File: config.mk
export PLATFORM = sky130hd
export DESIGN_NAME = sem_sqrt
export DESIGN_NICKNAME = d
export VERILOG_FILES = /design/src/rtl/sem_pkg.sv /design/src/rtl/sem_sqrt.sv
export SDC_FILE = /design/constraint.sdc
export NUM_CORES = 1
export LEC_CHECK = 0
export ABC_CLOCK_PERIOD_IN_PS = 4900
export BUFFER_PORTS_ARGS = -buffer_cell sky130_fd_sc_hd__buf_2
export CORE_UTILIZATION = 45
export DETAILED_ROUTE_END_ITERATION = 8
export PLACE_DENSITY = 0.68
export SYNTH_ARGS = -nofsm -noshare
export SYNTH_HDL_FRONTEND = slang
export SYNTH_SLANG_ARGS = --single-unit
File: constraint.sdc
create_clock -name aclk -period 4.9 [get_ports aclk]
set_input_delay 0.245 -clock aclk [delete_from_list [all_inputs] [get_ports aclk]]
set_output_delay 0.245 -clock aclk [all_outputs]
set_load 0.005 [all_outputs]
File: src/rtl/sem_pkg.sv
// ----------------------------------------------------------------------------
// sem_pkg - shared definitions for the Sobel edge magnitude block
// Field widths, register indexes, reset values and the sequencer state type.
// ----------------------------------------------------------------------------
package sem_pkg;

    localparam int CH_BITS        = 8;
    localparam int NUM_CH         = 3;
    localparam int PIX_W          = NUM_CH * CH_BITS;
    localparam int RAD_W          = 2 * CH_BITS;
    localparam int CFG_W          = 12;
    localparam int ROW_W          = 12;
    localparam int OUT_COL_W      = 11;
    localparam int S_TDATA_W      = 24;
    localparam int M_TDATA_W      = 48;
    localparam int REG_IDX_W      = 1;
    localparam int DEF_MAX_WIDTH  = 2048;

    localparam logic [CFG_W-1:0] FRAME_WIDTH_RST  = 12'd640;
    localparam logic [CFG_W-1:0] FRAME_HEIGHT_RST = 12'd480;

    // sums of squares at or above this give a magnitude of 255
    localparam logic [2*CH_BITS+4:0] MAG_CLAMP = 21'd65280;
    localparam logic [CH_BITS-1:0]   MAG_MAX   = 8'd255;

    localparam logic [REG_IDX_W-1:0] REG_FRAME_WIDTH  = 1'b0;
    localparam logic [REG_IDX_W-1:0] REG_FRAME_HEIGHT = 1'b1;

    typedef logic [PIX_W-1:0] pix_t;

    typedef enum logic [2:0] {
        ST_IDLE,
        ST_LOAD,
        ST_GRAD,
        ST_SQR,
        ST_SUM,
        ST_ROOT,
        ST_OUT
    } state_t;

endpackage

File: src/rtl/sem_sqrt.sv
// ----------------------------------------------------------------------------
// sem_sqrt - iterative rounded integer square root
// Two radicand bits per cycle; result rounded half up.
// ----------------------------------------------------------------------------
module sem_sqrt import sem_pkg::*; (
    input  logic               aclk,
    input  logic               aresetn,
    input  logic               start,
    input  logic [RAD_W-1:0]   radicand,
    output logic               done,
    output logic [CH_BITS-1:0] root
);

    localparam int CNT_W = $clog2(CH_BITS);

    logic [RAD_W-1:0]   rad_reg,  rad_next;
    logic [CH_BITS:0]   rem_reg,  rem_next;
    logic [CH_BITS-1:0] root_reg, root_next;
    logic [CNT_W-1:0]   cnt_reg,  cnt_next;
    logic               busy_reg, busy_next;
    logic               done_reg, done_next;

    logic [CH_BITS+2:0] rem_sh;
    logic [CH_BITS+2:0] trial;
    logic               ge;

    always_comb begin
        rem_sh    = {rem_reg, rad_reg[RAD_W-1 -: 2]};
        trial     = (CH_BITS+3)'({root_reg, 2'b01});
        ge        = rem_sh >= trial;
        rad_next  = rad_reg;
        rem_next  = rem_reg;
        root_next = root_reg;
        cnt_next  = cnt_reg;
        busy_next = busy_reg;
        done_next = 1'b0;
        if (start) begin
            rad_next  = radicand;
            rem_next  = '0;
            root_next = '0;
            cnt_next  = '0;
            busy_next = 1'b1;
        end else if (busy_reg) begin
            rad_next  = rad_reg << 2;
            rem_next  = (CH_BITS+1)'(ge ? rem_sh - trial : rem_sh);
            root_next = {root_reg[CH_BITS-2:0], ge};
            cnt_next  = cnt_reg + 1'b1;
            if (cnt_reg == CNT_W'(CH_BITS - 1)) begin
                busy_next = 1'b0;
                done_next = 1'b1;
            end
        end
    end

    always_ff @(posedge aclk) begin
        if (!aresetn) begin
            busy_reg <= 1'b0;
            done_reg <= 1'b0;
            cnt_reg  <= '0;
        end else begin
            busy_reg <= busy_next;
            done_reg <= done_next;
            cnt_reg  <= cnt_next;
        end
        rad_reg  <= rad_next;
        rem_reg  <= rem_next;
        root_reg <= root_next;
    end

    // round half up: remainder above root means s is past root + 1/2 squared
    assign root = root_reg + CH_BITS'(rem_reg > {1'b0, root_reg});
    assign done = done_reg;

endmodule

* Word-level counts from Yosys, hierarchy flattened *
Index checks and enable logic that the tools add are counted.

word-level totals
  latch bits = 0
  memories = 0
  flip-flop bits (word level) = 38
  input bits = 19
  bits in read-only memories = 0
  output and inout port bits = 9
  memory bits (writable) = 0
  logic and storage cells = 24

operators by class
  equal/unequal tests = 1
  shift-type cells = 0
  magnitude comparators = 2
  bitwise operators = 2
  reduce and logical (&&, ||, !) cells = 3
  divide/modulo/power cells = 0
  add/subtract/negate cells = 3
  multiplexer cells = 7
  multipliers = 0

operators with widths
  kind                                          number
  two-way mux 16 bit                            2
  greater-or-equal comparator 11 x 10 -> 1 bit  1
  > comparator 9 x 8 -> 1 bit                   1
  two-way mux 9 bit                             1
  subtractor 9 bit                              1
  adder 8 x 1 -> 8 bit                          1
  two-way mux 1 bit                             4
  adder 3 x 1 -> 3 bit (second input constant)  1
  equality test 3 bit (second input constant)   1
  OR reduction 3 bit                            1
  NOT 1 bit                                     2
  nonzero test 2 bit                            1
  OR reduction 2 bit                            1

* Depth between registers and ports, before layout *
Gate-level depths: netlist of run 1.

  depth after elaboration = 4
  mapped depth = 14
  mapped depth without buffers = 12

* Worst setup path after synthesis of run 1 *
Ideal clock, no wire load.

  kind = register -> output
  start point = register root_reg[2]
  end point = output port root[6]
  required time = 4,655 ps
  data arrival time = 2,373 ps
  cell stages (with the launch flop) = 15
  buffers on the path = 2
  slack = 2,282 ps
  path through = dfxtp_1 clkbuf_1 inv_1 ha_1 buf_2 a21oi_1 o21ai_2 o21bai_1 a21oi_1 a21oi_1 ha_1 ha_1 nand3_1 nor3_1 xnor2_1

on the way
  cells in the longest elaborated chain, start to end = 2

RTL lines
  item                         line            text
  start: declaration           sem_sqrt.sv:18  logic [CH_BITS-1:0] root_reg, root_next;
  start signal: assignment     sem_sqrt.sv:67  root_reg <= root_next;
  > comparator 9 x 8 -> 1 bit  sem_sqrt.sv:71  assign root = root_reg + CH_BITS'(rem_reg > {1'b0, root_reg});
  adder 8 x 1 -> 8 bit *       sem_sqrt.sv:71
  end: declaration             sem_sqrt.sv:11  output logic [CH_BITS-1:0] root

Every way passes the cells marked *; elsewhere a longest branch is shown, timed or not.

* Final worst setup path of run 1 *
  start point = register root_reg[3]
  end point = output port root[6]

The elaborated chain is that of the path after synthesis.

==> reports/qor.yml, run 1 <==
status:
  run_status: "complete, but fails checks"
  violations: "DRC"
grt:
  grt_overflow: 0
  antenna_found_initial: 0
  track_usage: 0.169
  first_global_vias: 1494
  grt_max_degree: 39
  grt_pass1_wl_microns: 6660
yosys:
  postSynthAreaPerCell_sq_um: 10.2
  synth_area_leaders: "edfxtp_1 22%, dfxtp_1 20%, ha_1 8.7%"
  syn_nets: 246
  yosys.area.top_type_share: 0.222
  synth_cells: 212
  yosysMostFrequentCell: "nor2_1"
  synth_cell_types: 44
  yosys_warnings: 0
  synth_common_cells: "24 x nor2_1, 22 x dfxtp_1, 16 x edfxtp_1"
  synth_area_leader_cell: "edfxtp_1"
  ys_seq_elements: 38
  synthFlopType: "dfxtp_1"
  synthArstFlopShare: 0
  synth_edf_count: 16
  synth.cell_area_sq_um: 2160
  ys_seq_area_frac: 0.426
detailed_routing:
  wl_per_cell_microns: 13.3
  final_antenna_net_count: 0
  drt-met1-wl_microns: 1870
  drtPass1Iterations: 6
  drt_iter0_drc: 75
  routed-wl-met3_microns: 165
  wl_met2_microns: 1750
  viasPerCell: 5.40
  totalWireLength_microns: 3840
  top_layer: "met4"
  drc_errors: 1
  vias: 1555
clock_tree:
  root_buffer: "clkbuf_8"
  insertion_delay_ns: 0.28
  clockBufferDepth: 2
  cts_tree: "built"
  clkSlewWorstSetupHoldPaths_ns: 0.07
  post_cts_buffers: 0
  h-tree-depth: 2
  cts-resized-gates: 0
  cts_sinks: 38
  cts_buffers: 5
  hold_buffers: 0
worst_setup_path:
  startpoint: "root_reg[3]"
  worstSetupStartpointType: "flip-flop"
  arrival_ns: 2.98
  path_max_fanout: 8
  cp-endpoint: "root[6]"
  r2r-end: "rem_reg[0]"
  worstReg2RegStart: "root_reg[3]"
  path_class: "reg -> out"
  worst_setup_path_end_kind: "output pin"
  r2r_cells: 7
  required_ns: 4.66
  r2r_setup_slack_ns: 2.49
timing:
  setup_tns_ns: 0
  final-setup-viol-count: 0
  worst_pin_slew_ns: 0.727
  finalCriticalPeriod_ns: 3.22
  slew_headroom: 0.515
  hold_viol: 0
  worst_clock_skew_ns: 0.00230
  fin_crit_sh: 0.658
  rsz0062_at_grt: "no"
  slew_viol_final: 0
  fmax_mhz: 310
pwr:
  total_power_mw: 0.835
  leakage_nw: 0.989
  irDropWorstVdd_uv: 199
  p_per_area_nw_per_um2: 348
floorplanning:
  start_util: 0.483
  rows: 24
  die-height_microns: 71.3
  ios: 28
  die_w_microns: 71.3
  design.core.area_sq_um: 4470
  dieArea_sq_um: 5090
layout:
  area_growth_pct: 11.1
  fin_util: 0.537
  final_nets: 269
  largest_reg_flops: 16
  drive_above_1_share: 0.229
  num_antenna_cells: 0
placed_design:
  globalplace.congestion: 0.833
  io_buffers: 27
  dp_hpwl_microns: 2780
worst_hold_path:
  hold_class: "in -> reg"
  min_from: "aresetn"
run:
  drv_cap: 0
[cell families (layout without fill, tap and decap cells)]
logic type	after synthesis	in the layout	share of synthesized area
mux	27	27	0.133
buf+inv	25	49	0.0480
xor+xnor	11	11	0.0446
simple gates	63	63	0.146
flops	38	38	0.426
fa+ha+maj	15	15	0.0868
compound gates	33	33	0.116
[worst min-delay path by stage]
| stage | cells after the start | end | slack, ns |
|---|---|---|---|
| 6_report | 2 | busy_reg | 0.18 |
| 5_1_grt | 2 | busy_reg | 0.17 |
| 4_1_cts | 2 | busy_reg | 0.17 |
| 3_5_place_dp | 2 | busy_reg | 0.48 |
| 3_3_place_gp | 2 | busy_reg | 0.47 |
| 2_1_floorplan | 1 | busy_reg | 0.36 |
[layout make-up]
| cell class | count | area, sq um |
|---|---|---|
| clock buffer | 6 | 72.6 |
| clock inverter | 2 | 13.8 |
| fill | 396 | 2070 |
| inverter | 13 | 48.8 |
| multi-input combinational | 149 | 1140 |
| sequential | 38 | 921 |
| tap | 52 | 65.1 |
| timing repair buffer | 28 | 143 |
[power breakdown]
group / internal [mW] / switching (mW) / total (mW)
Clock: 0.100 / 0.110 / 0.211
Sequential: 0.359 / 0.0185 / 0.378
Combinational: 0.113 / 0.133 / 0.246
[per-layer routing]
layer,vias up,global-route usage
met5,-,0
met4,0,0.0644
met3,7,0.0408
met2,34,0.275
met1,701,0.218
li1,813,-
[placed cells by master, fill, tap and decap left out, drive strengths merged, types with 8 or more instances in the layout]
cell type,instances
a21oi,8
buf,28
dfxtp,22
edfxtp,16
ha,15
inv,13
mux2,14
mux2i,13
nand2,9
nor2,24
[metrics by stage]
step	setup slack, ns	std cells	hold WS, ns	instance area, sq um
finish	1.68	288	0.182	2400
global route	1.41	288	0.171	2400
CTS	1.65	288	0.172	2400
detailed placement	1.99	280	0.481	2310
global placement	2.08	280	0.473	2310
floorplan	2.28	212	0.363	2160
[critical path, stage by stage (launching register included)]
cell,delay (ns)
dfxtp_1,0.43
inv_1,0.07
ha_1,0.42
nand2_1,0.11
o21ai_2,0.27
o21bai_1,0.16
a21oi_1,0.08
a21oi_1,0.17
ha_1,0.21
ha_1,0.18
nand3_1,0.12
nor3_1,0.21
xnor2_1,0.14
buf_2,0.12
(Power assumes the default switching activity.)
==> inputs of run 2 (changes only) <==
- ABC_AREA: unset -> 1
- ABC_CLOCK_PERIOD_IN_PS: 4900 -> 2900
- PLACE_DENSITY: 0.68 -> 0.7
- clock period: 4.9 -> 2.9 ns (I/O delays scaled with it)
==> reports/qor.yml, run 2 <==
grt:
  grt_pass1_wl_microns: 8050  # +21%
  grt_max_degree: 26  # -33%
  grt_overflow: 0  # unchanged
  first_global_vias: 1763  # +18%
  track_usage: 0.199  # +0.0304
  antenna_found_initial: 0  # unchanged
floorplanning:
  rows: 25  # +4.2%
  die_w_microns: 73.1  # +2.5%
  dieArea_sq_um: 5340  # +5.0%
  ios: 28  # unchanged
  die-height_microns: 73.1  # +2.5%
  start_util: 0.475  # -0.00819
  design.core.area_sq_um: 4790  # +7.0%
yosys:
  yosys_warnings: 0  # unchanged
  syn_nets: 353  # +43%
  ys_seq_area_frac: 0.405  # -0.0209
  ys_seq_elements: 38  # unchanged
  synth_edf_count: 16  # unchanged
  synth_area_leader_cell: "edfxtp_1"
  synthFlopType: "dfxtp_1"
  synthArstFlopShare: 0  # unchanged
  yosys.area.top_type_share: 0.211  # -0.0109
  synth_cells: 319  # +50%
  yosysMostFrequentCell: "nand2_1"
  synth_cell_types: 26  # -41%
  synth_area_leaders: "edfxtp_1 21%, dfxtp_1 19%, nand2_1 19%"
  synth_common_cells: "113 x nand2_1, 43 x inv_1, 28 x nor2_1"
  synth.cell_area_sq_um: 2270  # +5.2%
  postSynthAreaPerCell_sq_um: 7.13  # -30%
clock_tree:
  h-tree-depth: 2  # unchanged
  root_buffer: "clkbuf_8"
  insertion_delay_ns: 0.29  # about the same
  cts_buffers: 5  # unchanged
  clkSlewWorstSetupHoldPaths_ns: 0.07  # about the same
  clockBufferDepth: 2  # unchanged
  cts_sinks: 38  # unchanged
  cts_tree: "built"
  hold_buffers: 0  # unchanged
worst_setup_path:
  startpoint: "root_reg[3]"
  r2r_setup_slack_ns: 0.92  # -1.57 ns
  worstSetupStartpointType: "flip-flop"
  path_cells: "inv_1, ha_4, nand2_1, inv_1, nand2_1, nand2_2, a21oi_2, o21ai_2, o21ai_0, inv_1, ha_1, ha_2, nand3_1, nor3_2, xor2_1, buf_2"
  critPathSlowestCell: "dfxtp_1"
  path_class: "reg -> out"
  path_max_fanout: 5  # -3
  required_ns: 2.76  # -1.90 ns
  r2r_cells: 13  # +6
  arrival_ns: 2.55  # -0.43 ns
  cp_common_cell: "inv_1"
  r2r-end: "rem_reg[4]"
  worstReg2RegStart: "root_reg[3]"
  worst_setup_path_end_kind: "output pin"
  critPathMaxStageDelay_ns: 0.31  # -0.12 ns
  cp-endpoint: "root[6]"
status:
  run_status: "complete, no violations"
placed_design:
  globalplace.congestion: 0.976  # +17%
  io_buffers: 27  # unchanged
  dp_slack_ns: 0.282  # -1.71 ns
  dp_hpwl_microns: 3600  # +30%
  dpl_cell_area_sq_um: 2470  # +6.9%
detailed_routing:
  final_antenna_net_count: 0  # unchanged
  vias: 1981  # +27%
  viasPerCell: 4.76  # -12%
  totalWireLength_microns: 4870  # +27%
  drc_errors: 0  # -1
  drt_iter0_drc: 80  # +6.7%
  drtPass1Iterations: 4  # -2
  wl_per_cell_microns: 11.7  # -12%
layout:
  largest_reg_flops: 16  # unchanged
  drive_above_1_share: 0.183  # -0.0454
  design_area_sq_um: 2670  # +11%
  area_growth_pct: 17.3
  final_nets: 382  # +42%
  layout_common_cells: "113 x nand2_1, 41 x inv_1, 28 x nor2_1, 27 x buf_2, 24 x nand3_1"
  final_common_cell: "nand2_1"
  final.fill_count: 449  # +13%
  num_antenna_cells: 0  # unchanged
worst_hold_path:
  min_path_cells: 3  # +1
  hold_class: "in -> reg"
timing:
  worst_clock_skew_ns: 0.00620  # +0.00390 ns
  worst_pin_slew_ns: 0.689  # -0.0381 ns
  setup_tns_ns: 0  # unchanged
  slew_headroom: 0.540  # +0.0249
  finalCriticalPeriod_ns: 2.70
  final-setup-viol-count: 0  # unchanged
  fin_crit_sh: 0.931
  layout_setup_ws_ns: 0.201  # -1.47 ns
  fmax_mhz: 370
  hold_viol: 0  # unchanged
  slew_viol_final: 0  # unchanged
pwr:
  irDropWorstVdd_uv: 644  # +220%
  leakage_nw: 1.35  # +36%
  p_per_area_nw_per_um2: 1010  # +190%
run:
  drv_cap: 0  # unchanged
-- run 2: changes by cell type in the layout (fill, tap and decap cells not counted), moves of 8 or more --
cell     previous run  this run
inv_1              13        41
nand2_1             9       113
nand3_1             3        24
mux2_2             14         0
ha_1               15         7
mux2i_1            13         0
-- run 2: stage by stage --
| step | cells | utilization | hold slack, ns | power [mW] |
|---|---|---|---|---|
| 3_5_place_dp | 408 | 0.517 | 0.407 | 2.21 |
| 6_report | 416 | 0.557 | 0.104 | 2.70 |
| 5_1_grt | 416 | 0.557 | 0.0975 | 2.97 |
| 3_3_place_gp | 408 | 0.517 | 0.400 | 2.20 |
| 2_1_floorplan | 319 | - | 0.264 | 1.91 |
| 4_1_cts | 416 | 0.535 | 0.0967 | 2.58 |
-- run 2: per-layer routing --
layer / vias to the layer above / track usage / wire (microns)
li1: 1064 / - / -
met1: 846 / 0.266 / 2350
met2: 55 / 0.302 / 2160
met3: 16 / 0.0387 / 185
met4: 0 / 0.111 / 176
met5: - / 0 / 0
-- run 2: worst max-delay path: cells and delay by family, from the launching register on --
kind	cells	cell delay, ns
AOI/OAI and AO/OA	3	0.37
xor gates and xnor gates	1	0.13
adders and majority gates	3	0.64
buffers and inverters	4	0.42
DFF	1	0.31
and+or+nand+nor	5	0.40
-- run 2: final cells by class --
cell class	count	area, sq um	area share
multi-input combinational	226	1240	0.466
sequential	38	926	0.347
inverter	47	176	0.0661
timing repair buffer	30	158	0.0591
tap	67	83.8	0.0314
clock buffer	6	72.6	0.0272
clock inverter	2	8.76	0.00328
-- run 2: kinds of logic (layout without fill, tap and decap cells) --
logic type | after synthesis | count (layout) | share of synthesized area
simple gates | 177 | 177 | 0.321
buf+inv | 55 | 85 | 0.0958
flops | 38 | 38 | 0.405
compound gates | 27 | 27 | 0.0688
fa+ha+maj | 15 | 15 | 0.0826
xor+xnor | 7 | 7 | 0.0270
-- run 2: worst min-delay path by stage --
stage	end	from	slack (ns)
3_3_place_gp	rad_reg[0]	radicand[0]	0.40
4_1_cts	busy_reg	aresetn	0.1
5_1_grt	busy_reg	aresetn	0.1
2_1_floorplan	done	aresetn	0.26
3_5_place_dp	rad_reg[0]	radicand[0]	0.41
6_report	busy_reg	aresetn	0.10
-- run 2: repair_timing --
action	in CTS	in global routing
endpoints found under the setup margin	1	6
resized for setup	1	19
pin swaps	0	1
setup buffers	0	0
hold endpoints to repair	0	0
-- run 2: report_power, final --
part | leakage [nW] | switching [mW] | internal [mW]
Combinational | 0.957 | 1.03 | 0.594
Clock | 0.0426 | 0.180 | 0.165
Sequential | 0.346 | 0.0818 | 0.644
